===== src/hdl/fae_pkg.sv =====
// Shared types, codes and constants for the frame auto-exposure controller.
// No dependencies; imported by fae_div and frame_auto_exposure_controller.
package fae_pkg;

    localparam int MAX_FRAME_PIXELS_DEF    = 4194304;
    localparam int RATIO_FRACTION_BITS_DEF = 8;

    localparam int RATIO_W = 24;
    localparam int PCT_W   = 7;
    localparam int RATE_W  = 12;
    localparam int LFSR_W  = 16;
    localparam int PROD_W  = 32;

    localparam logic [LFSR_W-1:0] LFSR_SEED = 16'hACE1;
    localparam logic [PCT_W-1:0]  PCT_FULL  = 7'd100;

    // configuration register indexes
    localparam logic [2:0] REG_TARGET    = 3'd0;
    localparam logic [2:0] REG_TOLERANCE = 3'd1;
    localparam logic [2:0] REG_MAX_ITER  = 3'd2;
    localparam logic [2:0] REG_RATE      = 3'd3;
    localparam logic [2:0] REG_START_EXP = 3'd4;

    localparam logic [PCT_W-1:0]  TARGET_RST    = 7'd18;
    localparam logic [PCT_W-1:0]  TOLERANCE_RST = 7'd3;
    localparam logic [PCT_W-1:0]  MAX_ITER_RST  = 7'd6;
    localparam logic [RATE_W-1:0] RATE_RST      = 12'd30;
    localparam logic [PCT_W-1:0]  START_EXP_RST = 7'd50;

    // result status codes
    localparam logic [1:0] STAT_ADJUST    = 2'd0;
    localparam logic [1:0] STAT_CONVERGED = 2'd1;
    localparam logic [1:0] STAT_STUCK     = 2'd2;
    localparam logic [1:0] STAT_EXHAUSTED = 2'd3;

    typedef enum logic [1:0] {
        PH_IDLE,
        PH_FIRST,
        PH_AFTER
    } phase_t;

    typedef enum logic [3:0] {
        SEQ_IDLE,
        SEQ_MEAN_START,
        SEQ_MEAN,
        SEQ_POST,
        SEQ_SECANT,
        SEQ_CHECK,
        SEQ_MUL,
        SEQ_APPLY,
        SEQ_UPDATE,
        SEQ_FIN
    } seq_state_t;

    typedef struct packed {
        logic busy;
        logic done;
    } div_stat_t;

endpackage


===== src/hdl/fae_div.sv =====
// Shared restoring divider, one quotient bit per cycle.
// Depends on fae_pkg (div_stat_t).
module fae_div
    import fae_pkg::*;
#(
    parameter int NW = 32,
    parameter int DW = 24
) (
    input  logic          aclk,
    input  logic          aresetn,
    input  logic          start,
    input  logic [NW-1:0] dividend,
    input  logic [DW-1:0] divisor,
    output div_stat_t     stat,
    output logic [NW-1:0] quotient
);

    localparam int CW = $clog2(NW + 1);

    logic [DW-1:0] rem_reg, rem_next;
    logic [NW-1:0] quo_reg, quo_next;
    logic [DW-1:0] dvs_reg, dvs_next;
    logic [CW-1:0] cnt_reg, cnt_next;
    logic          busy_reg, busy_next;
    logic          done_reg, done_next;
    logic [DW:0]   trial;
    logic [DW:0]   diff;

    always_comb begin
        rem_next  = rem_reg;
        quo_next  = quo_reg;
        dvs_next  = dvs_reg;
        cnt_next  = cnt_reg;
        busy_next = busy_reg;
        done_next = 1'b0;
        trial     = {rem_reg, quo_reg[NW-1]};
        diff      = trial - {1'b0, dvs_reg};
        if (start) begin
            rem_next  = '0;
            quo_next  = dividend;
            dvs_next  = divisor;
            cnt_next  = CW'(NW);
            busy_next = 1'b1;
        end else if (busy_reg) begin
            if (!diff[DW]) begin
                rem_next = diff[DW-1:0];
                quo_next = {quo_reg[NW-2:0], 1'b1};
            end else begin
                rem_next = trial[DW-1:0];
                quo_next = {quo_reg[NW-2:0], 1'b0};
            end
            cnt_next = cnt_reg - CW'(1);
            if (cnt_reg == CW'(1)) begin
                busy_next = 1'b0;
                done_next = 1'b1;
            end
        end
    end

    always_ff @(posedge aclk) begin
        if (!aresetn) begin
            busy_reg <= 1'b0;
            done_reg <= 1'b0;
            cnt_reg  <= '0;
        end else begin
            busy_reg <= busy_next;
            done_reg <= done_next;
            cnt_reg  <= cnt_next;
        end
    end

    always_ff @(posedge aclk) begin
        rem_reg <= rem_next;
        quo_reg <= quo_next;
        dvs_reg <= dvs_next;
    end

    assign stat.busy = busy_reg;
    assign stat.done = done_reg;
    assign quotient  = quo_reg;

endmodule


===== src/hdl/frame_auto_exposure_controller.sv =====
// Frame auto-exposure controller: pixel accumulation, frame-end sequencer.
// Depends on fae_pkg and fae_div.
//
// Pixels and start beats are taken one per cycle while the sequencer is idle. A
// frame_end beat holds s_tready low while the sequencer runs the frame-end
// arithmetic. The mean goes through one shared serial divider (one quotient bit
// per cycle, NW = max(SUM_W, 24) bits), the percent scaling is a reciprocal
// shift-add, and a second division forms the secant ratio. The sequencer also
// waits while the previous result still sits in the output register. The result
// then sits in that register while pixels of the next frame are taken. Every
// sampling_rate-th pixel is summed using a running phase counter; change
// sampling_rate only between frames.
module frame_auto_exposure_controller
    import fae_pkg::*;
#(
    parameter int MAX_FRAME_PIXELS    = MAX_FRAME_PIXELS_DEF,
    parameter int RATIO_FRACTION_BITS = RATIO_FRACTION_BITS_DEF
) (
    input  logic        aclk,
    input  logic        aresetn,
    input  logic        s_tvalid,
    output logic        s_tready,
    input  logic [7:0]  s_tdata,   // [7:0] pixel
    input  logic        s_tuser,   // [0] action
    input  logic        s_tlast,   // frame_end
    output logic        m_tvalid,
    input  logic        m_tready,
    output logic [23:0] m_tdata,   // [6:0] exposure, [13:7] measured_intensity,
                                   // [15:14] status, [22:16] iteration
    input  logic        cfg_we,
    input  logic [2:0]  cfg_index,
    input  logic [11:0] cfg_wdata
);

    localparam int F     = RATIO_FRACTION_BITS;
    localparam int CNT_W = $clog2(MAX_FRAME_PIXELS + 1);
    localparam int SUM_W = CNT_W + 8;
    localparam int NW    = (SUM_W > 24) ? SUM_W : 24;
    localparam int DW    = (CNT_W > 8) ? CNT_W : 8;

    // configuration
    logic [PCT_W-1:0]  target_reg, tol_reg, max_iter_reg, start_exp_reg;
    logic [RATE_W-1:0] rate_reg;

    always_ff @(posedge aclk) begin
        if (!aresetn) begin
            target_reg    <= TARGET_RST;
            tol_reg       <= TOLERANCE_RST;
            max_iter_reg  <= MAX_ITER_RST;
            rate_reg      <= RATE_RST;
            start_exp_reg <= START_EXP_RST;
        end else if (cfg_we) begin
            case (cfg_index)
                REG_TARGET:    target_reg    <= cfg_wdata[PCT_W-1:0];
                REG_TOLERANCE: tol_reg       <= cfg_wdata[PCT_W-1:0];
                REG_MAX_ITER:  max_iter_reg  <= cfg_wdata[PCT_W-1:0];
                REG_RATE:      rate_reg      <= cfg_wdata;
                REG_START_EXP: start_exp_reg <= cfg_wdata[PCT_W-1:0];
                default: ;
            endcase
        end
    end

    // state
    seq_state_t state_reg, state_next;
    phase_t     phase_reg, phase_next;
    logic [PCT_W-1:0]  cur_reg, cur_next, last_i_reg, last_i_next;
    logic [PCT_W-1:0]  hist0_reg, hist0_next, hist1_reg, hist1_next;
    logic [1:0]        hc_reg, hc_next;
    logic [PCT_W-1:0]  adj_reg, adj_next;
    logic signed [RATIO_W-1:0] ratio_reg, ratio_next;
    logic [LFSR_W-1:0] lfsr_reg, lfsr_next;
    logic [SUM_W-1:0]  sum_reg, sum_next;
    logic [CNT_W-1:0]  cnt_reg, cnt_next, grp_reg, grp_next;
    logic [RATE_W-1:0] samp_reg, samp_next;
    logic [PCT_W-1:0]  meas_reg, meas_next, nxt_reg, nxt_next;
    logic signed [7:0] dist_reg, dist_next;
    logic signed [PROD_W-1:0] prod_reg, prod_next;
    logic              retry_reg, retry_next, neg_reg, neg_next;
    logic [1:0]        status_reg, status_next;
    logic              m_valid_reg, m_valid_next;
    logic [23:0]       m_data_reg, m_data_next;

    // divider
    logic          div_start;
    logic [NW-1:0] div_dividend, div_quo;
    logic [DW-1:0] div_divisor;
    div_stat_t     div_stat;

    fae_div #(.NW(NW), .DW(DW)) u_div (
        .aclk     (aclk),
        .aresetn  (aresetn),
        .start    (div_start),
        .dividend (div_dividend),
        .divisor  (div_divisor),
        .stat     (div_stat),
        .quotient (div_quo)
    );

    logic [RATE_W-1:0] rate_eff;
    logic              acc_en, s_fire;
    logic signed [7:0] de, di, dist_c;
    logic [7:0]        abs_de, abs_di, abs_dist, avg_sum;
    logic signed [PROD_W-1:0] step;
    logic signed [PROD_W+1:0] sum_e;
    logic [PCT_W-1:0]  clamped, start_clamp;
    logic [LFSR_W-1:0] lfsr_adv;
    logic [14:0]       pct_x;
    logic [15:0]       pct_q;

    assign s_tready = (state_reg == SEQ_IDLE);
    assign s_fire   = s_tvalid && s_tready;
    assign rate_eff = (rate_reg == '0) ? RATE_W'(1) : rate_reg;
    assign acc_en   = (cnt_reg < CNT_W'(MAX_FRAME_PIXELS));
    assign start_clamp = (start_exp_reg > PCT_FULL) ? PCT_FULL : start_exp_reg;

    assign de     = $signed({1'b0, hist0_reg}) - $signed({1'b0, cur_reg});
    assign di     = $signed({1'b0, last_i_reg}) - $signed({1'b0, meas_reg});
    assign abs_de = de[7] ? 8'(-de) : 8'(de);
    assign abs_di = di[7] ? 8'(-di) : 8'(di);
    assign dist_c = $signed({1'b0, target_reg}) - $signed({1'b0, meas_reg});
    assign abs_dist = dist_c[7] ? 8'(-dist_c) : 8'(dist_c);

    // mean * 100 / 255 as (x + x / 256 + 1) / 256, exact for x below 65280
    assign pct_x = 15'(div_quo[7:0]) * 15'd100;
    assign pct_q = {1'b0, pct_x} + 16'(pct_x[14:8]) + 16'd1;

    // step = prod / 2^F rounded toward zero
    assign step  = (prod_reg + (prod_reg[PROD_W-1] ? PROD_W'((1 << F) - 1) : PROD_W'(0)))
                   >>> F;
    assign sum_e = $signed({{(PROD_W+2-PCT_W){1'b0}}, cur_reg}) + (PROD_W+2)'(step);
    assign clamped = sum_e[PROD_W+1] ? '0 :
                     (sum_e > (PROD_W+2)'(PCT_FULL)) ? PCT_FULL : sum_e[PCT_W-1:0];
    assign lfsr_adv = {lfsr_reg[0] ^ lfsr_reg[2] ^ lfsr_reg[3] ^ lfsr_reg[5],
                       lfsr_reg[LFSR_W-1:1]};
    assign avg_sum  = {1'b0, nxt_reg} + {1'b0, cur_reg};

    always_comb begin
        state_next   = state_reg;
        phase_next   = phase_reg;
        cur_next     = cur_reg;
        last_i_next  = last_i_reg;
        hist0_next   = hist0_reg;
        hist1_next   = hist1_reg;
        hc_next      = hc_reg;
        adj_next     = adj_reg;
        ratio_next   = ratio_reg;
        lfsr_next    = lfsr_reg;
        sum_next     = sum_reg;
        cnt_next     = cnt_reg;
        grp_next     = grp_reg;
        samp_next    = samp_reg;
        meas_next    = meas_reg;
        nxt_next     = nxt_reg;
        dist_next    = dist_reg;
        prod_next    = prod_reg;
        retry_next   = retry_reg;
        neg_next     = neg_reg;
        status_next  = status_reg;
        m_valid_next = m_valid_reg && !m_tready;
        m_data_next  = m_data_reg;
        div_start    = 1'b0;
        div_dividend = '0;
        div_divisor  = '0;

        case (state_reg)
            SEQ_IDLE: begin
                if (s_fire) begin
                    if (!s_tuser) begin
                        cur_next   = start_clamp;
                        ratio_next = RATIO_W'(1) <<< F;
                        hist0_next = start_clamp;
                        hist1_next = '0;
                        hc_next    = 2'd1;
                        adj_next   = '0;
                        sum_next   = '0;
                        cnt_next   = '0;
                        grp_next   = '0;
                        samp_next  = '0;
                        phase_next = PH_FIRST;
                    end else if (phase_reg != PH_IDLE) begin
                        if (acc_en) begin
                            if (samp_reg == '0) begin
                                sum_next = sum_reg + SUM_W'(s_tdata);
                            end
                            if (samp_reg == rate_eff - RATE_W'(1)) begin
                                samp_next = '0;
                                grp_next  = grp_reg + CNT_W'(1);
                            end else begin
                                samp_next = samp_reg + RATE_W'(1);
                            end
                            cnt_next = cnt_reg + CNT_W'(1);
                        end
                        if (s_tlast) begin
                            cnt_next   = '0;
                            samp_next  = '0;
                            state_next = SEQ_MEAN_START;
                        end
                    end
                end
            end
            SEQ_MEAN_START: begin
                sum_next = '0;
                grp_next = '0;
                if (grp_reg == '0) begin
                    meas_next  = '0;
                    state_next = SEQ_POST;
                end else begin
                    div_start    = 1'b1;
                    div_dividend = NW'(sum_reg);
                    div_divisor  = DW'(grp_reg);
                    state_next   = SEQ_MEAN;
                end
            end
            SEQ_MEAN: begin
                if (div_stat.done) begin
                    meas_next  = (div_quo[NW-1:8] != '0) ? PCT_FULL : pct_q[PCT_W+7:8];
                    state_next = SEQ_POST;
                end
            end
            SEQ_POST: begin
                last_i_next = meas_reg;
                state_next  = SEQ_CHECK;
                if (phase_reg == PH_AFTER) begin
                    if (di == 8'sd0) begin
                        ratio_next = RATIO_W'(de) <<< F;
                    end else begin
                        neg_next     = de[7] ^ di[7];
                        div_start    = 1'b1;
                        div_dividend = NW'(abs_de) << F;
                        div_divisor  = DW'(abs_di);
                        state_next   = SEQ_SECANT;
                    end
                end
            end
            SEQ_SECANT: begin
                if (div_stat.done) begin
                    ratio_next = neg_reg ? -$signed(div_quo[RATIO_W-1:0])
                                         : $signed(div_quo[RATIO_W-1:0]);
                    state_next = SEQ_CHECK;
                end
            end
            SEQ_CHECK: begin
                dist_next = dist_c;
                if (abs_dist <= {1'b0, tol_reg}) begin
                    status_next = STAT_CONVERGED;
                    phase_next  = PH_IDLE;
                    state_next  = SEQ_FIN;
                end else if (adj_reg >= max_iter_reg) begin
                    status_next = STAT_EXHAUSTED;
                    phase_next  = PH_IDLE;
                    state_next  = SEQ_FIN;
                end else begin
                    retry_next = 1'b0;
                    state_next = SEQ_MUL;
                end
            end
            SEQ_MUL: begin
                prod_next  = PROD_W'(dist_reg) * PROD_W'(ratio_reg);
                state_next = SEQ_APPLY;
            end
            SEQ_APPLY: begin
                if (!retry_reg && clamped == cur_reg) begin
                    if (cur_reg == '0 || cur_reg == PCT_FULL) begin
                        status_next = STAT_STUCK;
                        phase_next  = PH_IDLE;
                        state_next  = SEQ_FIN;
                    end else begin
                        // retry with ratio 3 plus a random fraction
                        lfsr_next  = lfsr_adv;
                        ratio_next = (RATIO_W'(3) <<< F)
                                     + RATIO_W'(lfsr_adv >> (LFSR_W - F));
                        retry_next = 1'b1;
                        state_next = SEQ_MUL;
                    end
                end else begin
                    nxt_next   = clamped;
                    state_next = SEQ_UPDATE;
                end
            end
            SEQ_UPDATE: begin
                if (hc_reg > 2'd1) begin
                    cur_next   = (nxt_reg == hist0_reg) ? avg_sum[PCT_W:1] : nxt_reg;
                    hist0_next = hist1_reg;
                    hist1_next = (nxt_reg == hist0_reg) ? avg_sum[PCT_W:1] : nxt_reg;
                end else begin
                    cur_next   = nxt_reg;
                    hist1_next = nxt_reg;
                end
                hc_next     = 2'd2;
                adj_next    = adj_reg + PCT_W'(1);
                status_next = STAT_ADJUST;
                phase_next  = PH_AFTER;
                state_next  = SEQ_FIN;
            end
            SEQ_FIN: begin
                if (!m_valid_reg || m_tready) begin
                    m_valid_next = 1'b1;
                    m_data_next  = {1'b0, adj_reg, status_reg, meas_reg, cur_reg};
                    state_next   = SEQ_IDLE;
                end
            end
            default: state_next = SEQ_IDLE;
        endcase
    end

    always_ff @(posedge aclk) begin
        if (!aresetn) begin
            state_reg   <= SEQ_IDLE;
            phase_reg   <= PH_IDLE;
            cur_reg     <= '0;
            last_i_reg  <= '0;
            hist0_reg   <= '0;
            hist1_reg   <= '0;
            hc_reg      <= '0;
            adj_reg     <= '0;
            ratio_reg   <= RATIO_W'(1) <<< F;
            lfsr_reg    <= LFSR_SEED;
            sum_reg     <= '0;
            cnt_reg     <= '0;
            grp_reg     <= '0;
            samp_reg    <= '0;
            m_valid_reg <= 1'b0;
        end else begin
            state_reg   <= state_next;
            phase_reg   <= phase_next;
            cur_reg     <= cur_next;
            last_i_reg  <= last_i_next;
            hist0_reg   <= hist0_next;
            hist1_reg   <= hist1_next;
            hc_reg      <= hc_next;
            adj_reg     <= adj_next;
            ratio_reg   <= ratio_next;
            lfsr_reg    <= lfsr_next;
            sum_reg     <= sum_next;
            cnt_reg     <= cnt_next;
            grp_reg     <= grp_next;
            samp_reg    <= samp_next;
            m_valid_reg <= m_valid_next;
        end
    end

    always_ff @(posedge aclk) begin
        meas_reg   <= meas_next;
        nxt_reg    <= nxt_next;
        dist_reg   <= dist_next;
        prod_reg   <= prod_next;
        retry_reg  <= retry_next;
        neg_reg    <= neg_next;
        status_reg <= status_next;
        m_data_reg <= m_data_next;
    end

    assign m_tvalid = m_valid_reg;
    assign m_tdata  = m_data_reg;

    a_div_idle: assert property (@(posedge aclk) disable iff (!aresetn)
        div_start |-> !div_stat.busy)
        else $error("divider started while busy");

    a_exp_range: assert property (@(posedge aclk) disable iff (!aresetn)
        m_tvalid |-> (m_tdata[6:0] <= PCT_FULL && m_tdata[13:7] <= PCT_FULL))
        else $error("exposure or intensity out of range");

    a_adj_iter: assert property (@(posedge aclk) disable iff (!aresetn)
        (m_tvalid && m_tdata[15:14] == STAT_ADJUST) |-> (m_tdata[22:16] != '0))
        else $error("adjust result without an iteration");

    a_busy_seq: assert property (@(posedge aclk) disable iff (!aresetn)
        div_stat.busy |-> (state_reg == SEQ_MEAN || state_reg == SEQ_SECANT))
        else $error("divider running outside a divide state");

endmodule


===== config.mk =====
export PLATFORM = sky130hd
export DESIGN_NAME = frame_auto_exposure_controller
export DESIGN_NICKNAME = d
export VERILOG_FILES = /design/src/hdl/fae_pkg.sv /design/src/hdl/fae_div.sv /design/src/hdl/frame_auto_exposure_controller.sv
export SDC_FILE = /design/constraint.sdc
export NUM_CORES = 1
export LEC_CHECK = 0
export BUFFER_PORTS_ARGS = -buffer_cell sky130_fd_sc_hd__buf_2
export CORE_MARGIN = 4
export CORE_UTILIZATION = 30
export CTS_CLUSTER_DIAMETER = 80
export DETAILED_ROUTE_END_ITERATION = 10
export SKIP_LAST_GASP = 1
export SLEW_MARGIN = 0
export SYNTH_ARGS = -nofsm -noshare
export SYNTH_HDL_FRONTEND = slang
export SYNTH_SLANG_ARGS = --single-unit

===== constraint.sdc =====
create_clock -name aclk -period 7 [get_ports aclk]
set_input_delay 1.05 -clock aclk [delete_from_list [all_inputs] [get_ports aclk]]
set_output_delay 1.05 -clock aclk [all_outputs]
set_load 0.01 [all_outputs]

==> summary.md <==
| Metric | Value |
|---|---|
| Routed via count | around 22000 |
| GP Congestion | roughly 0.87 |
| Worst VDD drop | a little under 200 uV |
| Hold Crit Class | flop to flop |
| Critical path endpoint category | flop |
| CTS max path bufs | 3 |
| Area grow syn2layout | 11.4% |
| DRC violations left | 0 |
| Largest net degree at the start of global routing | 80 |
| Die area | about 100000 sq um |
| Pre-Repair DR Iteration Count | 5 |
| Post-layout nets | around 3700 |
| Ys flop type | dfxtp_1 |
| Mean post-synth cell area | around 8.8 sq um |
| Reg2reg path depth | 20 |
| Worst r2r dst | ratio_reg[20] |
| Crit-path max FO | 12 |
| Req. time, crit path | around 7.4 ns |
| Mapped Cells | around 3200 |
| Drt total wl | between 70000 and 80000 um |
| Post-synth EDFFs | ~140 |
| DR iter-0 viols | about 1300 |
| Clock period minus worst slack | between 6 and 7 ns |
| Tightest Pin Transition | ~1.1 ns |
| CP endpoint | ratio_reg[20] |
| Most frequent cells in the layout | nand2_1, inv_1, dfxtp_1 |
| H-tree Lvls | 2 |
| Max-slew violations | 0 |
| Arr. time, crit path | a little under 7 ns |
| Period Utilization, post-route | 92.7% |
| Gr ovfl total | 0 |
| Hold Vio Cnt, Final | 0 |
| Routed len/inst | ~16 um |
| Synth cell types | between 80 and 90 |
| Clock transition at path regs | ~0.060 ns |
| Sink Count | 377 |
| Die Width | 316 um |
| Crit-path cells | ha_1 -> and3_1 -> o221ai_2 -> a211oi_4 -> nand3_1 -> xnor2_1 -> ha_1 -> o21ai_0 -> o21ai_0 -> nand2_1 -> a2111oi_4 -> o21ai_2 -> nor4_1 -> nor3_1 -> nor4_4 -> nand3_1 -> o311ai_4 -> and3_1 -> a31oi_4 -> mux2i_1 |
| Vias in the first global route | 21800 |
| Post-route ant nets | 0 |
| Max reg flops | 32 |
| Initial antenna violation count | 1 |
| Commonest non-fill, non-tap cell in the layout | nand2_1 |
| # port buffers | 54 |
| First-pass GRT wire length | between 100000 and 150000 um |
| I/O pin count | 56 |
| Share of layout cells above drive strength 1 | slightly above 6% |
| Synthesis-stage register bit count | 377 |
| RR Startpoint | prod_reg[31] |
| Synth Cell Area | ~28000 sq um |
| Worst-skew pair later-pin latency | 0.59 ns |
| MaxCap Viol Count | 0 |
| Status | complete, no violations |
| Power per cell area | 173 nW/um^2 |
| CP startpoint | prod_reg[31] |
| Fin area | around 32000 sq um |
| Initial Util | around 30% |
| Placement-stage cell area | 30100 sq um |
| Slowest cell on the critical path | edfxtp_1 |
| Rows | approximately 110 |
| Syn Nets | ~3600 |
| Final setup fails | 0 |
| Post-detail-place hpwl | roughly 54000 um |
| TritonCTS buffer count | 43 |
| Core area | about 94000 sq um |
| Final worst slack | 0.514 ns |
| GRT Overall Usage | 14.3% |
| CTS tree | done |
| CP Class | flop to flop |
| Clock skew | about 0.048 ns |
| Setup_tns | 0 ns |
| Die outline height | around 320 um |
| Vias/cell | about 4.9 |
| Startpoint Class | flop |
| Syn. warnings | 0 |
| RSZ-0062 raised after global routing | no |
| Fmax | 154 MHz |
| Clock Tree Root | clkbuf_16 |
| Leakage | around 0.013 uW |
| Post-synthesis sequential area ratio | a little under a third |
| Post-synth ARST share | 0% |
| Place WS | between 0.2 and 0.25 ns |
| Max stage delay on crit path | between 0.5 and 0.6 ns |
| Reg-to-reg setup timing slack | approximately 0.51 ns |
| Slew HR | about a quarter |
## report_power, final
part	internal (uW)	switching, uW	leakage (uW)
clock	1310	960	0.000688
combinational	343	471	0.00936
sequential	2330	62.8	0.00313
## synth_stat cells (all sizes together), types with 24 or more instances
library cell | number | area (sq um)
edfxtp | 135 | 4050
o21ai | 190 | 958
inv | 304 | 1140
nor2 | 217 | 815
nand4 | 42 | 269
o21a | 24 | 180
nand3 | 115 | 581
nand2b | 44 | 275
a21oi | 196 | 985
or3 | 29 | 186
a31oi | 24 | 165
a21o | 30 | 225
nor2b | 34 | 213
dfxtp | 242 | 4840
mux2i | 57 | 571
nor3 | 53 | 265
xor2 | 103 | 902
xnor2 | 125 | 1090
ha | 199 | 2490
and2 | 146 | 913
clkbuf | 98 | 369
fa | 161 | 3220
nand2 | 382 | 1430
and3 | 40 | 250
## what timing repair did
item                                   4_1_cts  5_1_grt
resized for setup                            0        8
endpoints found under the hold margin        0        0
buffers inserted                             0        2
hold buffers                                 0        0
setup endpoints to repair                    0       54
## per-stage QoR
step	hold slack, ns	total power [uW]	utilization, %	instances
6_report	0.449	5470	33.8	4553
5_1_grt	0.461	5720	33.8	4551
4_1_cts	0.449	5540	33.7	4548
3_5_place_dp	0.433	3240	32.1	4468
3_3_place_gp	0.435	3230	32.1	4468
2_1_floorplan	0.400	3040	-	3237
## routing by layer
layer  wire length (um)  global-route usage (%)
met5                  0                       0
met4               1720                    3.94
met1              33800                    19.8
met2              32900                    23.1
met3               3360                    2.37
## cells by family after synthesis
| kind of cell | synth area share (%) |
|---|---|
| xor gates and xnor gates | 7.04 |
| adders and majority gates | 20.1 |
| DFF | 31.4 |
| AOI/OAI and AO/OA | 13.3 |
| muxes | 2.01 |
| and+or+nand+nor | 20.5 |
| buffers and inverters | 5.61 |
| other | 0.0132 |
## cell type report
| type | count | area (sq um) |
|---|---|---|
| multi-input combinational | 2443 | 18000 |
| clock buffer | 70 | 1320 |
| clock inverter | 10 | 111 |
| timing repair buffer | 93 | 563 |
| antenna | 2 | 5.00 |
| sequential | 377 | 8900 |
| tap | 1254 | 1570 |
| fill | 9757 | 62000 |
| inverter | 304 | 1140 |
## worst max-delay path, delay by kind of cell, from the launching register on
| kind | cells | cell delay [ns] |
|---|---|---|
| xor+xnor | 1 | 0.18 |
| compound gates | 8 | 2.39 |
| fa+ha+maj | 2 | 0.75 |
| mux | 1 | 0.20 |
| flops | 1 | 0.59 |
| simple gates | 8 | 2.18 |
## worst min path at each step
stage / to / cells past startpoint / startpoint
final: m_tdata[14] / 0 / status_reg[0]
after detailed placement: m_tdata[14] / 0 / status_reg[0]
after floorplan: m_tdata[14] / 0 / status_reg[0]
after CTS: lfsr_reg[8] / 2 / lfsr_reg[9]
after global routing: lfsr_reg[8] / 2 / lfsr_reg[9]
after global placement: m_tdata[14] / 0 / status_reg[0]
Power figures use the tool's default switching activity.
